==> src/sv/aspid_pkg.sv <==
`timescale 1ns / 1ps
// Package for the AS path identifier block: CRC-32 constants and helper functions.
// No dependencies; imported by as_path_id_hex_crc.

package aspid_pkg;

	localparam int unsigned HEX_DIGITS = 8;
	localparam int unsigned STR_W      = 8 * HEX_DIGITS;

	localparam logic [31:0] CRC_POLY  = 32'hEDB8_8320;
	localparam logic [31:0] CRC_INIT  = 32'hFFFF_FFFF;
	localparam logic [31:0] CRC_FINAL = 32'hFFFF_FFFF;
	localparam logic [7:0]  STR_TERM  = 8'h00;

	// Reflected CRC-32 update by one byte, one polynomial step per bit.
	function automatic logic [31:0] crc_byte(input logic [31:0] crc_in, input logic [7:0] data);
		logic [31:0] c;
		c = crc_in ^ {24'h0, data};
		for (int k = 0; k < 8; k++) begin
			c = c[0] ? ((c >> 1) ^ CRC_POLY) : (c >> 1);
		end
		return c;
	endfunction

	// Upper-case hex ASCII for one nibble.
	function automatic logic [7:0] hex_char(input logic [3:0] nib);
		return (nib < 4'd10) ? (8'h30 + {4'h0, nib}) : (8'h37 + {4'h0, nib});
	endfunction

	// Render a word as eight hex characters, most significant nibble in the top byte.
	function automatic logic [STR_W-1:0] render_hex(input logic [31:0] word);
		logic [STR_W-1:0] s;
		s = '0;
		for (int i = 0; i < HEX_DIGITS; i++) begin
			s[8*i +: 8] = hex_char(word[4*i +: 4]);
		end
		return s;
	endfunction

	function automatic logic [31:0] swap32(input logic [31:0] w);
		return {w[7:0], w[15:8], w[23:16], w[31:24]};
	endfunction

	// Identifier of an empty path: the terminator byte alone.
	localparam logic [31:0] EMPTY_ID = crc_byte(CRC_INIT, STR_TERM) ^ CRC_FINAL;

endpackage

==> src/sv/as_path_id_hex_crc.sv <==
`timescale 1ns / 1ps
// AS path identifier: CRC-32 over the upper-case hex text of an AS path.
// Depends on aspid_pkg (constants, hex rendering and CRC byte update).
//
//  Channel   Handshake             Payload                          Direction
//  ------    --------------------  -------------------------------  ---------
//  input     in_valid / in_ready   asn_word, last_word, path_empty  into block
//  output    out_valid / out_ready path_id                          out of block
//  config    cfg_wen               cfg_wdata (byte_swap)            into block
//
// Flow: one request per cycle while the output accepts results. A request is
// byte-swapped if byte_swap is set, then rendered to eight hex characters before
// the stage-1 register; the 8- or 9-byte CRC update runs as one XOR network
// between stage 1 and the result register, which takes the path ID of a final word.
// Reset: arst_n clears both valids, the running CRC to all ones and byte_swap.
// Stalls: when the result register holds an unread ID and out_ready is low, a
// final word or empty-path request waits in stage 1; non-final words keep flowing through.

module as_path_id_hex_crc (
	input  logic        clk,
	input  logic        arst_n,
	input  logic        cfg_wen,
	input  logic        cfg_wdata,
	input  logic        in_valid,
	output logic        in_ready,
	input  logic [31:0] asn_word,
	input  logic        last_word,
	input  logic        path_empty,
	output logic        out_valid,
	input  logic        out_ready,
	output logic [31:0] path_id
);
	import aspid_pkg::*;

	logic              byte_swap_q;

	// Stage 1: rendered hex text and flags of one request.
	logic              valid_s1;
	logic [STR_W-1:0]  text_s1;
	logic              last_s1;
	logic              empty_s1;

	logic [31:0]       crc_q;
	logic              out_valid_q;
	logic [31:0]       path_id_q;

	logic              res_s1;
	logic              out_free;
	logic              adv_s1;
	logic              in_take;
	logic [STR_W-1:0]  text_in;
	logic [31:0]       crc_word;
	logic [31:0]       crc_term;

	// A stage-1 request producing a result needs the result register free;
	// a non-final word only updates the running CRC and always moves on.
	assign res_s1   = last_s1 | empty_s1;
	assign out_free = ~out_valid_q | out_ready;
	assign adv_s1   = valid_s1 & (~res_s1 | out_free);
	assign in_ready = ~valid_s1 | adv_s1;
	assign in_take  = in_valid & in_ready;

	// Sample byte_swap per word, at acceptance.
	assign text_in = render_hex(byte_swap_q ? swap32(asn_word) : asn_word);

	// Feed the eight characters, first character first, then the terminator.
	always_comb begin
		crc_word = crc_q;
		for (int i = HEX_DIGITS - 1; i >= 0; i--) begin
			crc_word = crc_byte(crc_word, text_s1[8*i +: 8]);
		end
		crc_term = crc_byte(crc_word, STR_TERM);
	end

	always_ff @(posedge clk or negedge arst_n) begin
		if (!arst_n) begin
			byte_swap_q <= 1'b0;
		end else if (cfg_wen) begin
			byte_swap_q <= cfg_wdata;
		end
	end

	always_ff @(posedge clk or negedge arst_n) begin
		if (!arst_n) begin
			valid_s1 <= 1'b0;
		end else if (in_ready) begin
			valid_s1 <= in_valid;
		end
	end

	always_ff @(posedge clk) begin
		if (in_take) begin
			text_s1  <= text_in;
			last_s1  <= last_word;
			empty_s1 <= path_empty;
		end
	end

	// Running CRC: advance on a middle word, return to all ones at path end.
	always_ff @(posedge clk or negedge arst_n) begin
		if (!arst_n) begin
			crc_q <= CRC_INIT;
		end else if (adv_s1) begin
			crc_q <= res_s1 ? CRC_INIT : crc_word;
		end
	end

	always_ff @(posedge clk or negedge arst_n) begin
		if (!arst_n) begin
			out_valid_q <= 1'b0;
		end else if (out_free) begin
			out_valid_q <= adv_s1 & res_s1;
		end
	end

	always_ff @(posedge clk) begin
		if (out_free && adv_s1 && res_s1) begin
			path_id_q <= empty_s1 ? EMPTY_ID : (crc_term ^ CRC_FINAL);
		end
	end

	assign out_valid = out_valid_q;
	assign path_id   = path_id_q;

	// An empty path yields the terminator-only ID.
	a_empty_id: assert property (@(posedge clk) disable iff (!arst_n)
		adv_s1 && empty_s1 |=> out_valid_q && path_id_q == EMPTY_ID)
		else $error("empty path did not yield terminator-only ID");

	// The running CRC restarts after every path end.
	a_crc_restart: assert property (@(posedge clk) disable iff (!arst_n)
		adv_s1 && res_s1 |=> crc_q == CRC_INIT)
		else $error("running CRC not restarted after path end");

	// A middle word never disturbs a waiting result.
	a_mid_word_keeps_out: assert property (@(posedge clk) disable iff (!arst_n)
		adv_s1 && !res_s1 && out_valid_q && !out_ready |=> out_valid_q && $stable(path_id_q))
		else $error("middle word disturbed pending path ID");

	// A blocked stage 1 takes no new request.
	a_s1_hold: assert property (@(posedge clk) disable iff (!arst_n)
		valid_s1 && !adv_s1 |-> !in_ready)
		else $error("request accepted while stage 1 stalled");

	// The CRC holds while stage 1 is blocked.
	a_crc_hold: assert property (@(posedge clk) disable iff (!arst_n)
		valid_s1 && !adv_s1 |=> $stable(crc_q))
		else $error("running CRC changed during stall");

endmodule
==> config.mk <==
export PLATFORM = sky130hd
export DESIGN_NAME = as_path_id_hex_crc
export DESIGN_NICKNAME = d
export VERILOG_FILES = /design/src/sv/aspid_pkg.sv /design/src/sv/as_path_id_hex_crc.sv
export SDC_FILE = /design/constraint.sdc
export NUM_CORES = 1
export LEC_CHECK = 0
export BUFFER_PORTS_ARGS = -buffer_cell sky130_fd_sc_hd__buf_2
export CAP_MARGIN = 20
export CORE_MARGIN = 2
export CORE_UTILIZATION = 38
export DETAILED_ROUTE_END_ITERATION = 10
export SYNTH_ARGS = -nofsm -noshare
export SYNTH_HDL_FRONTEND = slang
export SYNTH_SLANG_ARGS = --single-unit
==> constraint.sdc <==
create_clock -name clk -period 6.9 [get_ports clk]
set_input_delay 0.69 -clock clk [delete_from_list [all_inputs] [get_ports clk]]
set_output_delay 0.69 -clock clk [all_outputs]
set_load 0.03 [all_outputs]
==> impl_results.md, run 1 <==
- Die area: between 30,000 and 40,000 um2
- Yosys top cell by area: xnor3_1
- Synth top cells by count: 245 x xnor2_1, 161 x xnor3_1, 102 x xor2_1
- Syn Nets: between 900 and 1k
- Top-area cell type share of the netlist area: approximately 28%
- Top_reg_cell synth: edfxtp_1
- Slew margin rel.: between 30% and 40%
- RSZ-0062 raised after global routing: false
- Fill cell count: roughly 3.2k
- HPWL Detailed: 28,100 um
- EDFF count, synth: 90
- #FFs+latches synth: between 100 and 150
- Synth Area per Inst: 14.0 um2
- Avg WL per Cell: 21.3 um
- Total gr overflow: 0
- Status: finished, final reports clean
- Asr flop ratio synth: about 28%
- Die Y: around 190 um
- Root Driver: clkbuf_16
- Number of global-route vias before repair: between 7k and 8k
- Yosys synthesis warning count: 0
- Hold Slack: approximately 0.35 ns
- GPL Wtd Cong: approximately 0.9
- Most instantiated library cell after synthesis: xnor2_1
- WP data arrival: approximately 7 ns
- Slowest CP cell: dfstp_2
- Final hold violation count: 0
- Largest net degree at the start of global routing: 56
- Max-Cap Viols: 0
- CTS Sinks: 125
- I/O Buffers: between 70 and 80
- Vias: ~7.7k
- # H-tree levels: 4
- Longest Clk Path Bufs: 2
- Starting density of the core: a little under two fifths
- Share of layout cells above drive strength 1: 30.7%
- Worst EP required: just over 7 ns
- Post-Syn Area: between 10,000 and 15,000 um2
- Synth area leaders: xnor3_1 28%, edfxtp_1 21%, xnor2_1 16%
- Synth unique cells: 32
- Clk_lat worst skew: 0.44 ns
- Total wire length: ~35,000 um
- Non-Filler Instances: between 1.5k and 2k
- CP Launch Type: flop
- DRT Pass-1 Iters: 4
- Max stage delay on crit path: a little over 0.6 ns
- Syn Inst Count: around 940
- Crit end category: flop
- Inst Count DP: around 1.6k
- Final Worst Setup Slack: between 0.15 and 0.2 ns
- # DRC: 0
- First-pass GRT wire length: between 50,000 and 60,000 um
- Final antenna-violating net count: 0
- Area occupied by multi-input gates: ~9600 um2
- Hold_buf cts: 0
- Pre-CTS setup slack: -0.0666 ns
- F_max: about 150 MHz
- Final #Nets: around 1.2k
- Area grow syn2layout: 20.9%
- Clock transition at path regs: about 0.060 ns
- Worst-path cell chain: xor2_1, buf_4, xnor3_1, xnor2_1, xnor2_1, buf_4, xnor3_2, xnor3_2, buf_4, xnor2_4, xnor3_1, xnor2_2, xnor3_1, buf_4, xnor2_4, xnor3_2, xnor3_2, xnor3_1, nor2_1
- WS Path Type: flop to flop
- Initial antenna violation count: 0
- N_diodes: 0
- Seq/Total Area, Yosys: a little over a quarter
- Max Fanout on Critical Path: 5
- Crit share post-route: 97.7%
- Measured slew at the worst slew-check pin: 0.945 ns
- Reg area: 3620 um2
- Core ar.: 34,400 um2
- Final min period: ~6.7 ns
- CTS tree: built
- Chip Width: 190 um
- Pins Over Slew Limit: 0
- CTS Buf Count: 17
- Tot GR Track Use: between 10% and 20%
- I/O pin total: 74
- Num rows: 68
- Final Skew: around 0.013 ns
- Hold crit path type: input pin to async pin
- Setup-failing EPs final: 0
- DR vias/cell: between 4 and 5
- 1st-iter DRT viols: ~450
-- critical path: cells and delay by family, from the launching register on --
kind	cells	cell delay, ns
xor gates and xnor gates	14	5.08
buffers and inverters	4	0.74
DFF	1	0.62
and+or+nand+nor	1	0.04
-- state kept, by name (all words and copies together) (netlist names) --
signal / flops
out_valid: 1
last_s1: 1
valid_s1: 1
path_id: 32
byte_swap_q: 1
text_s1: 56
empty_s1: 1
crc_q: 32
-- path summary, 6_finish.rpt --
check,slack [ns],end,cells past startpoint,startpoint
max,0.16,path_id[20]$_SDFFCE_PP0P_,19,crc_q[2]$_DFFE_PN1P_
min,0.35,out_valid$_DFFE_PN0P_,1,arst_n
max reg2reg,0.16,path_id[20]$_SDFFCE_PP0P_,19,crc_q[2]$_DFFE_PN1P_
min reg2reg,0.51,crc_q[10]$_DFFE_PN1P_,2,crc_q[10]$_DFFE_PN1P_
max in group asynchronous,6.04,valid_s1$_DFFE_PN0N_,1,arst_n
min in group clk,0.43,last_s1$_DFFE_PP_,1,last_word
-- kinds of logic after synthesis --
group                      synth area share [%]
AOI/OAI and AO/OA                          2.68
xor gates and xnor gates                   61.3
adders and majority gates                 0.760
buffers and inverters                      1.14
DFF                                        27.5
muxes                                      3.42
and+or+nand+nor                            3.22
-- stage by stage --
step	TNS [ns]	instance area (um2)	utilization, %
detailed placement	-0.0718	15100	43.8
finish	0	15900	46.3
floorplan	0	13200	-
CTS	0	15700	45.7
global route	0	15900	46.3
global placement	-0.173	15100	43.8
-- area by class of cell --
type | count | share of cell area [%]
Clock buffer | 20 | 3.14
Clock inverter | 12 | 0.817
Inverter | 24 | 0.566
Multi-Input combinational cell | 778 | 60.1
Sequential cell | 125 | 22.7
Tap cell | 455 | 3.57
Timing Repair Buffer | 211 | 9.08
-- what timing repair did --
action                     CTS  global route
setup buffers                0             6
gates resized for setup      2            20
setup endpoints to repair    6            27
pin swaps                    0             3
-- placed cells by master, fill, tap and decap left out, drive strengths merged, types with 8 or more instances in the layout --
cell type,n
a21oi,41
nor2,42
buf,211
nand2,20
xor3,25
ha,8
o21ai,8
xnor3,177
mux2i,27
xor2,103
mux2,16
clkbuf,20
edfxtp,90
inv,33
dfstp,32
o22a,8
xnor2,267
nand2b,14
-- routing by layer --
layer / track usage [%] / part of all wire, % / routed length, um
met5: 0 / 0 / 0
met4: 4.74 / 1.2 / 412
met3: 2.49 / 3.9 / 1350
met2: 33.5 / 49 / 17100
met1: 27.1 / 46 / 15700
Power of run 1 is left out: the tool's default activity adds up to more than one toggle a clock period on the data nets, which glitch-free logic cannot reach.
==> run 2, diff against run 1 <==
--- a/config.mk
+++ b/config.mk
@@ -9,7 +9,9 @@
 export CAP_MARGIN = 20
 export CORE_MARGIN = 2
 export CORE_UTILIZATION = 38
+export CTS_BUF_LIST = sky130_fd_sc_hd__clkbuf_2 sky130_fd_sc_hd__clkbuf_4 sky130_fd_sc_hd__clkbuf_8
 export DETAILED_ROUTE_END_ITERATION = 10
+export SETUP_SLACK_MARGIN = 0.02
 export SYNTH_ARGS = -nofsm -noshare
 export SYNTH_HDL_FRONTEND = slang
 export SYNTH_SLANG_ARGS = --single-unit
==> impl_results.md, run 2 (synthesized netlist as in run 1, its figures left out) <==
- Status: finished, final reports clean
- Clock transition at path regs: about 0.090 ns
- RSZ-0062 raised after global routing: false
- Hold Slack: between 0.3 and 0.4 ns
- Most common cell after layout, fill and taps aside: xnor2_1
- Measured slew at the worst slew-check pin: 0.951 ns
- Max Fanout on Critical Path: 4
- Pre-CTS setup slack: -0.0666 ns
- Chip Width: between 150 and 200 um
- Final core occ: 45.9%
- Number of global-route vias before repair: around 8.0k
- Met1 wire length: between 15,000 and 20,000 um
- WP data arrival: between 6 and 7 ns
- HPWL Detailed: ~28,000 um
- Area grow syn2layout: 19.9%
- CP bufs+invs: 5
- Share of layout cells above drive strength 1: 31.1%
- Root Driver: clkbuf_8
- # H-tree levels: 4
- Most frequent cells in the layout: 233 x xnor2_1, 156 x xnor3_1, 135 x buf_4
- DRT Pass-1 Iters: 5
- Avg WL per Cell: 21.3 um
- First-pass GRT wire length: 51,400 um
- Setup-failing EPs final: 0
- Slowest CP cell: dfstp_2
- I/O Buffers: 73
- 1st-iter DRT viols: 426
- Delay-heaviest family, CP: XOR/XNOR gates
- Total gr overflow: 0
- Final Worst Setup Slack: approximately 0.23 ns
- Largest net degree at the start of global routing: between 50 and 60
- I/O pin total: 74
- CP Launch Type: flop
- Final Skew: around 0.017 ns
- # DRC: 0
- Tot GR Track Use: between 10% and 20%
- DR vias/cell: between 4 and 5
- Max reg flops: 56
- Biggest register: text_s1
- Initial antenna violation count: 0
- CTS Buf Count: 17
- Max stage delay on crit path: approximately 0.62 ns
- Worst EP required: ~7.1 ns
- GPL Wtd Cong: just under 0.9
- Final hold violation count: 0
- Num rows: roughly 70
- WS Path Type: flop to flop
- Die Y: around 190 um
- Crit end category: flop
- Slew margin rel.: 36.4%
- CTS tree: built
- CP dominant cell by count: buf_4
- Final antenna-violating net count: 0
- Die area: ~36,000 um2
- Met2 wire len: about 17,000 um
- Total wire length: about 35,000 um
- Longest Clk Path Bufs: 2
- Max-Cap Viols: 0
- CTS Sinks: 125
- Clk_lat worst skew: between 0.4 and 0.5 ns
- N_diodes: 0
- Crit share post-route: roughly 97%
- Core ar.: 34,400 um2
- Top routing layer in use: met4
- F_max: about 150 MHz
- Hold crit path type: input pin to async pin
- Vias: a little under 8k
- Final min period: approximately 6.7 ns
- Pins Over Slew Limit: 0
- Final #Nets: 1,205
- Hold_buf cts: 0
- Starting density of the core: roughly two fifths
- Worst-path cell chain: xnor2_2, buf_4, xnor2_1, buf_4, xnor2_1, xnor3_1, xnor2_1, buf_4, xor2_1, buf_4, xor3_1, xnor2_1, xnor2_2, xnor3_1, buf_4, xnor2_4, xnor3_2, xnor3_2, xnor3_1, nor2_1
- Met3 wire length: 1290 um
==> run 2: repair_timing <==
| action | CTS | global route |
|---|---|---|
| endpoints found under the hold margin | 0 | 0 |
| buffers inserted | 0 | 6 |
| gates resized for setup | 3 | 25 |
| endpoints found under the setup margin | 9 | 26 |
| pin swaps | 0 | 1 |
==> run 2: worst register-to-register path: stages, from the launching register on <==
cell     delay, ns
dfstp_2       0.62
xnor2_2       0.14
buf_4         0.20
xnor2_1       0.17
buf_4         0.20
xnor2_1       0.43
xnor3_1       0.42
xnor2_1       0.21
buf_4         0.19
xor2_1        0.30
buf_4         0.24
xor3_1        0.49
xnor2_1       0.42
xnor2_2       0.21
xnor3_1       0.44
buf_4         0.19
xnor2_4       0.22
xnor3_2       0.49
xnor3_2       0.44
xnor3_1       0.39
nor2_1        0.04
==> run 2: through the flow <==
step | cells | setup TNS, ns | instance area, um2
2_1_floorplan | 942 | 0 | 13200
3_3_place_gp | 1586 | -0.173 | 15100
3_5_place_dp | 1586 | -0.0718 | 15100
4_1_cts | 1618 | 0 | 15600
5_1_grt | 1625 | 0 | 15800
6_report | 1625 | 0 | 15800
==> run 2: worst paths after layout <==
check,startpoint,endpoint,slack [ns],cells past startpoint
max in group asynchronous,arst_n,byte_swap_q$_DFFE_PN0P_,6.09,1
max reg2reg,crc_q[2]$_DFFE_PN1P_,path_id[20]$_SDFFCE_PP0P_,0.23,20
min in group clk,last_word,last_s1$_DFFE_PP_,0.39,1
max,crc_q[2]$_DFFE_PN1P_,path_id[20]$_SDFFCE_PP0P_,0.23,20
min,arst_n,out_valid$_DFFE_PN0P_,0.30,1
min reg2reg,crc_q[10]$_DFFE_PN1P_,crc_q[10]$_DFFE_PN1P_,0.52,2
==> run 2: layout make-up <==
| type | count | area, um2 |
|---|---|---|
| fillers | 3171 | 18600 |
| multi-input cells | 778 | 9610 |
| flip-flops and latches | 125 | 3620 |
| repair buffers | 211 | 1450 |
| well taps | 455 | 569 |
| clock buffers | 17 | 234 |
| clock inverters | 15 | 220 |
| inverters | 24 | 90.1 |
==> run 2: metal layers <==
layer	track usage (%)	vias up
met3	2.42	37
met2	33.5	179
li1	-	3677
met5	0	-
met4	4.98	0
met1	27.2	3879
Power of run 2 is left out for the same reason.
